--- src/btt_pkg.sv ---
// ---------------------------------------------------------------------------
// btt_pkg
// shared types and constants of the bucketed transposition table
// ---------------------------------------------------------------------------
`default_nettype none
package btt_pkg;
  localparam logic [1:0] OP_PROBE = 2'd0;
  localparam logic [1:0] OP_STORE = 2'd1;
  localparam logic [1:0] OP_EVAL  = 2'd2;
  localparam logic [1:0] OP_CLEAR = 2'd3;
  localparam logic [1:0] BOUND_EVAL  = 2'd0;
  localparam logic [1:0] BOUND_EXACT = 2'd3;
  localparam int SCORE_MAX = 32000;

  typedef struct packed {
    logic [1:0]  op;
    logic [63:0] key;
    logic [7:0]  depth;
    logic signed [15:0] score;
    logic        score_present;
    logic signed [15:0] eval_score;
    logic        eval_present;
    logic [1:0]  bound_kind;
    logic [14:0] move_code;
  } req_t;

  typedef struct packed {
    logic        hit;
    logic [1:0]  entry_bound;
    logic [7:0]  entry_depth;
    logic signed [15:0] entry_score;
    logic        entry_score_valid;
    logic signed [15:0] entry_eval;
    logic        entry_eval_valid;
    logic [14:0] entry_move;
    logic [9:0]  fill_permille;
  } rsp_t;

  // tag/meta word: valid, bound, depth, tag
  typedef struct packed {
    logic        valid;
    logic [1:0]  bound;
    logic [7:0]  depth;
    logic [15:0] tag;
  } meta_t;

  // payload word: score, score_ok, eval, eval_ok, move
  typedef struct packed {
    logic signed [15:0] score;
    logic        score_ok;
    logic signed [15:0] eval;
    logic        eval_ok;
    logic [14:0] move;
  } pay_t;

  function automatic logic signed [15:0] sat(input logic signed [15:0] v);
    logic signed [15:0] r;
    r = v;
    if (v > 16'sd32000) r = 16'sd32000;
    if (v < -16'sd32000) r = -16'sd32000;
    return r;
  endfunction

  // priority, offset by 1000 so it stays unsigned; 11 bits
  function automatic logic [10:0] prio(input meta_t m);
    logic [10:0] r;
    if (!m.valid) r = 11'd0;
    else if (m.bound == BOUND_EVAL) r = 11'd999;
    else r = 11'd1000 + {3'd0, m.depth} + ((m.bound == BOUND_EXACT) ? 11'd2 : 11'd0);
    return r;
  endfunction
endpackage
`default_nettype wire

--- src/btt_if.sv ---
// ---------------------------------------------------------------------------
// btt_req_if / btt_rsp_if
// valid/ready channels of the transposition table
// ---------------------------------------------------------------------------
`default_nettype none
interface btt_req_if;
  logic valid;
  logic ready;
  btt_pkg::req_t data;
  modport source (output valid, output data, input ready);
  modport sink (input valid, input data, output ready);
endinterface

`default_nettype wire

--- src/btt_front.sv ---
// ---------------------------------------------------------------------------
// btt_front
// accepts words and holds them in a two-entry queue for the back end
// ---------------------------------------------------------------------------
`default_nettype none
module btt_front (
  input  wire logic clk,
  input  wire logic rst,
  btt_req_if.sink   req,
  output btt_pkg::req_t q_data,
  output logic      q_valid,
  input  wire logic q_pop
);
  btt_pkg::req_t slot [2];
  logic rd;
  logic wr;
  logic [1:0] cnt;

  assign req.ready = !rst && (cnt != 2'd2);
  assign q_valid = (cnt != 2'd0);
  assign q_data = slot[rd];

  always_ff @(posedge clk) begin
    if (rst) begin
      rd <= 1'b0;
      wr <= 1'b0;
      cnt <= 2'd0;
    end else begin
      if (req.valid && req.ready) begin
        slot[wr] <= req.data;
        wr <= ~wr;
      end
      if (q_pop) rd <= ~rd;
      cnt <= cnt + {1'b0, req.valid && req.ready} - {1'b0, q_pop};
    end
  end
endmodule
`default_nettype wire

--- src/flat_wrapper.sv ---
// flat-port wrapper written by rule: the top's interface ports become plain ports
module btt_front_flat 
  (clk, rst, q_data, q_valid, q_pop, req_valid, req_data, req_ready);
  btt_req_if req_i ();
  input  wire logic clk;
  input  wire logic rst;
  output btt_pkg::req_t q_data;
  output logic q_valid;
  input  wire logic q_pop;
  input wire logic [$bits(req_i.valid)-1:0] req_valid;
  input wire logic [$bits(req_i.data)-1:0] req_data;
  output wire logic [$bits(req_i.ready)-1:0] req_ready;
  assign req_i.valid = req_valid;
  assign req_i.data = req_data;
  assign req_ready = req_i.ready;
  btt_front u_core (.clk(clk), .rst(rst), .req(req_i), .q_data(q_data), .q_valid(q_valid), .q_pop(q_pop));
endmodule
--- config.mk ---
export PLATFORM = sky130hd
export DESIGN_NAME = btt_front_flat
export DESIGN_NICKNAME = d
export VERILOG_FILES = /design/src/btt_pkg.sv /design/src/btt_if.sv /design/src/btt_front.sv /design/src/flat_wrapper.sv
export SDC_FILE = /design/constraint.sdc
export NUM_CORES = 1
export LEC_CHECK = 0
export BUFFER_PORTS_ARGS = -buffer_cell sky130_fd_sc_hd__clkbuf_2
export CORE_MARGIN = 3
export CORE_UTILIZATION = 56
export DETAILED_ROUTE_END_ITERATION = 10
export GPL_TIMING_DRIVEN = 0
export PLACE_DENSITY = 0.87
export SLEW_MARGIN = 0
export SYNTH_ARGS = -nofsm -noshare
export SYNTH_HDL_FRONTEND = slang
export SYNTH_SLANG_ARGS = --single-unit
--- constraint.sdc ---
create_clock -name clk -period 44.1 [get_ports clk]
set_input_delay 6.615 -clock clk [delete_from_list [all_inputs] [get_ports clk]]
set_output_delay 6.615 -clock clk [all_outputs]
set_load 0.02 [all_outputs]
Word level (Yosys, flattened, before mapping)
Memory sizes are Yosys's and may differ from the RTL's. A register that Yosys moved wholly into a read port is not among the register bits. Index checks and enable logic that the tools add are counted. Widths: inputs -> output; s select.

Reductions and logical operators: 4. Muxes and demuxes: 5. Shift-type cells: 0. Multipliers: 0. Bitwise operators: 2. Divide/modulo/power cells: 0. Equal/unequal tests: 1. Add/sub/neg operators: 2. $lt $le $gt $ge: 0.

Operators by type and width (count): $mux 1 (5); $add 2x1->2 (1); $logic_and 1x1->1 (2); $ne 2x2->1 const B (1); $not 1->1 (2); $reduce_bool 2->1 (1); $sub 2x1->2 (1); $logic_not 1->1 (1).

Logic and storage cells: 18. Bits in registers: 4. Memory bits (read-only): 0. Bits of input ports: 129. Latch bits: 0. Memories kept: 1. RAM bits: 250.

Memories: u_core.slot (words 2, bits a word 125, rd ports 1, clocked after Yosys merged registers in 1, wr ports 1, RTL line btt_front.sv:14) `btt_pkg::req_t slot [2];`.

Depth between registers and ports, before layout
Gate-level depths: netlist of the first run.

Word-level depth: 6. Mapped depth: 5. Gate-level depth less buffers: 5.

Worst setup path before layout of the first run
No wires, ideal clock.

Path type: input port to flip-flop. Start point: input rst. End point: memory u_core.slot[0][0] (netlist name) (enable). Required time: 43.185 ns. Setup slack: 24.594 ns. Arrival time: 18.591 ns. Setup time: 0.915 ns. Stages on the path: 2. Cell sequence: clkbuf_1 > nor4_1.

Cells in the longest elaborated chain, start to end: 6.

RTL lines: start, declared (RTL line flat_wrapper.sv:6) `input wire logic rst;`; $logic_not 1->1 (RTL line btt_front.sv:19) `assign req.ready = !rst && (cnt != 2'd2);`; $logic_and 1x1->1 (RTL line btt_front.sv:19); $logic_and 1x1->1 (RTL line btt_front.sv:29) `if (req.valid && req.ready) begin`; $mux 1 (RTL line btt_front.sv:29); $mux 1 * (RTL line btt_front.sv:24) `if (rst) begin`; $mux 1 (implied by the code) * (RTL line btt_front.sv:30) `slot[wr] <= req.data;`; end, declared (RTL line btt_front.sv:14).

Mark *: on every way between the ends. The rest lies on a longest branch, timed or not.

Final worst setup path of the first run
Start point: input rst. End point: output req_ready.

Cells in the longest elaborated chain, start to end: 2.

RTL lines: $logic_not 1->1 (RTL line btt_front.sv:19); $logic_and 1x1->1 (RTL line btt_front.sv:19); end, declared (RTL line flat_wrapper.sv:12) `output wire logic [$bits(req_i.ready)-1:0] req_ready;`.

No other way between the ends.

==> impl_metrics.json, run 1 <==
{
  "syn_area_per_cell_um2": 22.6,
  "clkSinkCount": 255,
  "post_cts_buffers": 0,
  "post_cts_resized": 0,
  "wl_per_cell_um": 20.1,
  "grt_max_degree": 67,
  "tightest_slew_ns": 1.04,
  "crit_fanout": 8,
  "critPathRequiredTime_ns": 37.49,
  "max_freq_ghz": 0.0724,
  "syn_to_final_growth_pct": 26.0,
  "ant_nets": 0,
  "ys_warn_count": 0,
  "place_inst": 906,
  "grt_overflow_total": 0,
  "worstSetupEndpointType": "primary output",
  "cts_max_level": 1,
  "root_buffer": "clkbuf_16",
  "insertion_delay_ns": 0.50,
  "relSlewSlack_pct": 30.3,
  "setup_viol": 0,
  "layout_common_cells": "clkbuf_2, edfxtp_1, mux2_2",
  "path_class": "input pin to primary output",
  "internal-power_uw": 419,
  "syn-num-nets": 548,
  "core_um2": 16200,
  "arrival_ns": 7.19,
  "syn-cell-area_um2": 9460,
  "drtPass1Iterations": 4,
  "synth_top_flop_cell": "edfxtp_1",
  "hold_slack_ns": 0.529,
  "tns_ns": 0,
  "skew_ns": 0.00875,
  "maxCapViolations": 0,
  "drt_iter0_drc": 263,
  "total_power_uw": 542,
  "reg2regPathDepth": 6,
  "hold_viol_final": 0,
  "grt_pass1_vias": 5320,
  "drc": 0,
  "cts_tree": "yes",
  "ir_drop_mv": 0.0380,
  "ioPinCount": 256,
  "critPathMaxStageDelay_ns": 0.27,
  "slew_violations": 0,
  "via_per_inst": 5.15,
  "yosysUniqueCellTypes": 22,
  "worstPathCellList": "clkbuf_1 -> nor2_1 -> clkbuf_2",
  "dieArea_um2": 18500,
  "leakage_nw": 4.63,
  "p_switching_uw": 123,
  "synth_edf_count": 250,
  "port_buffers": 254,
  "fp.dieW_um": 136,
  "cts.clk_slew.worst_paths_ns": 0.06,
  "synth_seq_cells": 255,
  "layout_commonest_cell": "clkbuf_2",
  "num_antenna_cells": 0,
  "pwr-share-seq_pct": 52.1,
  "comb_power_share_pct": 13.0,
  "power_density_nw_per_um2": 45.5,
  "synthArstFlopShare_pct": 0,
  "fin_crit_ns": 13.81,
  "syn_inst": 418,
  "crit_path_top_delay_cell": "clkbuf_1",
  "clkPwrFrac_pct": 34.9,
  "antenna_found_initial": 0,
  "drive_gt1_share_pct": 60.4,
  "grt_use_total_pct": 20.0,
  "hold_class": "flip-flop to flip-flop",
  "finalCritPeriodShare_pct": 31.3,
  "stdcell_count": 951,
  "grt_pass1_wl_um": 28300,
  "gp_congestion": 0.723,
  "cts_buffers": 25,
  "rows": 46,
  "outcome": "finished clean",
  "clockBufferDepth": 3,
  "hold_depth": 2,
  "ctsHoldBuffers": 0,
  "start_util_pct": 58.3,
  "critPathLaunchType": "input pin",
  "grt_setup_unrepaired": "no",
  "via_count": 4900,
  "utilization_pct": 73.4,
  "final_nets": 847,
  "synth_seq_area_share_pct": 80.4,
  "dp_hpwl_um": 13700,
  "die_height_um": 136,
  "routed_wl_um": 19100,
  "sw_frac_of_total_pct": 22.8
}
-- per-stage QoR --
stage          setup WS (ns)  instance area [um^2]
2_1_floorplan          24.59                  9460
3_3_place_gp           19.33                 11000
3_5_place_dp           30.29                 11200
4_1_cts                30.30                 11900
5_1_grt                30.25                 11900
6_report               30.29                 11900
-- registers in the layout, summed over array words and instances, names as in the netlist, named ones only --
signal / flops
u_core.cnt: 2
u_core.rd: 1
u_core.slot: 250
u_core.wr: 1
-- layer usage --
metal	global-route usage, %	vias up	wire length (um)
met5	0	-	0
met4	6.72	0	551
met3	5.81	39	1810
met2	35.1	228	9680
met1	23.7	2370	7060
li1	-	2263	-
-- Yosys cell counts (all sizes together) (2+ instances only) --
library cell / instances / area (um^2)
mux2: 126 / 1610
nor2b: 3 / 18.8
dfxtp: 5 / 100
inv: 2 / 7.51
edfxtp: 250 / 7510
o21ai: 2 / 10.0
nor2: 4 / 15.0
buf: 14 / 114
-- cell families (layout without fill, tap and decap cells) --
family | count (synthesis) | count (layout) | share of synthesized area (%)
compound gates | 3 | 3 | 0.159
flops | 255 | 255 | 80.4
simple gates | 14 | 14 | 0.794
buf+inv | 17 | 334 | 1.32
mux | 127 | 127 | 17.1
fa+ha+maj | 1 | 1 | 0.132
xor+xnor | 1 | 1 | 0.0926
-- worst max-delay path: cells and delay by family --
family | cells | cell delay, ns
simple gates | 1 | 0.13
buf+inv | 2 | 0.45
-- path summary, 6_finish.rpt --
kind | from | endpoint | slack (ns)
max | rst | req_ready | 30.29
min reg2reg | u_core.rd | flip-flop | 0.53
max reg2reg | u_core.cnt[1] | u_core.slot[0][77] | 41.69
min | u_core.rd | flip-flop | 0.53
-- power by group through the flow --
stage          clock network (mW)  logic [mW]  registers (mW)
6_report                    0.189      0.0704           0.282
5_1_grt                     0.203      0.0751           0.283
4_1_cts                     0.194      0.0715           0.282
3_5_place_dp                    0      0.0709           0.287
3_3_place_gp                    0      0.0657           0.292
2_1_floorplan                   0      0.0440           0.290
-- area by class of cell --
class,instances,area (um^2)
flip-flops and latches,255,7610
fillers,966,4310
multi-input cells,146,1740
repair buffers,272,1450
clock buffers,30,644
well taps,216,270
plain buffers,15,118
clock inverters,15,88.8
inverters,2,7.51
Note: power is estimated with default switching activity, not from simulation.
==> run 2, diff against run 1 <==
Settings changed: ABC_AREA from default to 1, CORE_UTILIZATION 56 to 47, PLACE_DENSITY 0.87 to 0.79.
Clock period 44.1 ns to 12 ns, I/O delays scaled along.
==> run 2 against run 1 <==
  * Hold slack got worse by 0.027 ns
  * Via count decreased by 0.49%
  * Flip-flop and latch count unchanged
  * Total power increased to 3.7 times the previous value
  * Design area about the same
  * Final cell count increased by 4.1%
  * Die area increased by 18%
  * Register-to-register slack got worse by 32 ns
  * Clock power increased to 3.8 times the previous value
  * Critical path type unchanged
  * Largest cell class unchanged
  * Largest power group unchanged
  * Highest routed layer unchanged
==> impl_metrics.json, run 2 <==
{
  "outcome": "finished clean",
  "top_regs": "u_core.slot x250, u_core.cnt x2",
  "via_count": 4876,
  "syn_area_per_cell_um2": 22.5,
  "hold_depth": 2,
  "ir_drop_mv": 0.164,
  "largest_reg_flops": 250,
  "rr_endpoint": "u_core.slot[1][88]",
  "ioPinCount": 256,
  "ys_warn_count": 0,
  "leakage_nw": 4.60,
  "path_common_cell": "clkbuf_2",
  "crit_fanout": 5,
  "synth_seq_cells": 255,
  "core_um2": 19600,
  "via_per_inst": 4.93,
  "synth.top_cell.area_share_pct": 79.5,
  "ctsHoldBuffers": 0,
  "grt_pass1_wl_um": 27200,
  "arrival_ns": 2.34,
  "finalCritPeriodShare_pct": 34.5,
  "num_antenna_cells": 0,
  "antenna_found_initial": 0,
  "maxCapViolations": 0,
  "reg2regPathDepth": 6,
  "skew_ns": 0.0103,
  "critPathBufInv": 2,
  "tightest_slew_ns": 0.883,
  "pwr-share-seq_pct": 51.5,
  "cts.clk_slew.worst_paths_ns": 0.06,
  "rows": 51,
  "drt_iter0_drc": 193,
  "power_density_nw_per_um2": 168,
  "insertion_delay_ns": 0.51,
  "hold_slack_ns": 0.502,
  "synthArstFlopShare_pct": 0,
  "dp_hpwl_um": 12300,
  "placed_cell_area_um2": 11100,
  "post_cts_buffers": 0,
  "synth_commonest_cells": "edfxtp_1, mux2_2, mux2_4",
  "drtPass1Iterations": 6,
  "fin_crit_ns": 4.14,
  "layout_commonest_cell": "clkbuf_2",
  "yosysUniqueCellTypes": 15,
  "p_switching_uw": 453,
  "drc": 0,
  "hold_viol_final": 0,
  "yosys.area.top_type": "edfxtp_1",
  "die_height_um": 148,
  "post_cts_resized": 0,
  "synthTopCellsByArea": "edfxtp_1, mux2_2, mux2_4",
  "comb_power_share_pct": 12.3,
  "ant_nets": 0,
  "syn-num-nets": 549,
  "sw_frac_of_total_pct": 22.6,
  "cts_tree": "yes",
  "hold_class": "flip-flop to flip-flop",
  "synth_edf_count": 250,
  "clockBufferDepth": 3,
  "yosysMostFrequentCell": "edfxtp_1",
  "dieArea_um2": 21800,
  "final_area_um2": 11900,
  "wl_per_cell_um": 17.9,
  "tns_ns": 0,
  "r2r-start": "u_core.cnt[0]",
  "critPathRequiredTime_ns": 10.20,
  "slew_violations": 0,
  "crit_path_top_delay_cell": "clkbuf_2",
  "clkPwrFrac_pct": 36.2,
  "cp.depth": 3,
  "drive_gt1_share_pct": 59.4,
  "cp_top_family": "buffers and inverters",
  "relSlewSlack_pct": 41.0,
  "synth_seq_area_share_pct": 80.6,
  "max_freq_ghz": 0.242,
  "r2r_slack_ns": 9.68,
  "utilization_pct": 60.9,
  "holdPathEnd": "u_core.wr",
  "syn-cell-area_um2": 9440,
  "cts_buffers": 27,
  "port_buffers": 255,
  "syn_inst": 419,
  "top_register": "u_core.slot",
  "grt_max_degree": 65,
  "final_nets": 837,
  "gp_congestion": 0.767,
  "min_from": "u_core.wr",
  "grt_pass1_vias": 5225,
  "critPathLaunchType": "input pin",
  "start_util_pct": 48.2,
  "grt_overflow_total": 0,
  "grt_use_total_pct": 15.6,
  "grt_setup_unrepaired": "no",
  "clkSinkCount": 255,
  "setup_viol": 0,
  "fp.dieW_um": 148,
  "syn_to_final_growth_pct": 26.3,
  "routed_wl_um": 17700,
  "path_class": "input pin to primary output",
  "internal-power_mw": 1.55,
  "total_power_mw": 2.01,
  "worstPathCellList": "clkbuf_2 -> a21oi_1 -> clkbuf_2",
  "critPathMaxStageDelay_ns": 0.22,
  "synth_top_flop_cell": "edfxtp_1",
  "cts_max_level": 1,
  "worstSetupEndpointType": "primary output",
  "layout_common_cells": "clkbuf_2, edfxtp_1, mux2_2",
  "root_buffer": "clkbuf_16"
}
## run 2: changes by cell type after synthesis, moves of 2 or more
cell / before / now
o21ai_0: 2 / 0
nand2_1: 1 / 5
inv_1: 2 / 5
a21oi_1: 1 / 3
nor2b_1: 3 / 0
nand3_1: 0 / 2
## run 2: kinds of logic after synthesis
family	share of synthesized area, %
flip-flops	80.6
adder cells (fa/ha/maj)	0.133
AO/OA/AOI/OAI	0.159
multiplexers	16.9
XOR/XNOR	0.186
buffers and inverters	1.40
AND/OR/NAND/NOR	0.636
## run 2: final cells by class
cell class                      instances  area (um^2)
Timing Repair Buffer                  259         1360
Clock inverter                          6         30.0
Sequential cell                       255         7610
Inverter                                5         23.8
Clock buffer                           41          748
Tap cell                              265          332
Buffer                                 14          114
Multi-Input combinational cell        145         1710
Fill cell                            1410         7660
## run 2: worst max path at each step
stage / end / startpoint / slack [ns]
final: req_ready / rst / 7.86
after CTS: req_ready / rst / 7.87
after global routing: req_ready / rst / 7.79
after global placement: u_core.slot[1][87] / rst / 1.84
after detailed placement: req_ready / rst / 7.88
after floorplan: u_core.slot[1][0] / rst / 4.18
## run 2: through the flow
stage,std cells,setup slack (ns)
4_1_cts,990,7.87
6_report,990,7.86
3_3_place_gp,939,1.84
3_5_place_dp,943,7.88
2_1_floorplan,419,4.18
5_1_grt,990,7.79
## run 2: routing by layer
| metal | up-vias | part of all wire, % | GRT usage, % |
|---|---|---|---|
| met1 | 2382 | 40 | 19.4 |
| met2 | 215 | 48 | 26.5 |
| met5 | - | 0 | 0 |
| met4 | 0 | 3.6 | 5.08 |
| li1 | 2230 | - | - |
| met3 | 49 | 8.4 | 4.66 |
## run 2: tightest hold or removal path: cells and delay by family (launching register included)
family	cells	cell delay, ns
simple gates	1	0.07
flops	1	0.32
compound gates	1	0.07
## run 2: power by group through the flow
stage	Combinational, mW	Sequential (mW)	Clock (mW)
global placement	0.239	1.06	0
floorplan	0.159	1.05	0
finish	0.247	1.03	0.727
global route	0.264	1.04	0.783
detailed placement	0.250	1.05	0
CTS	0.251	1.03	0.751
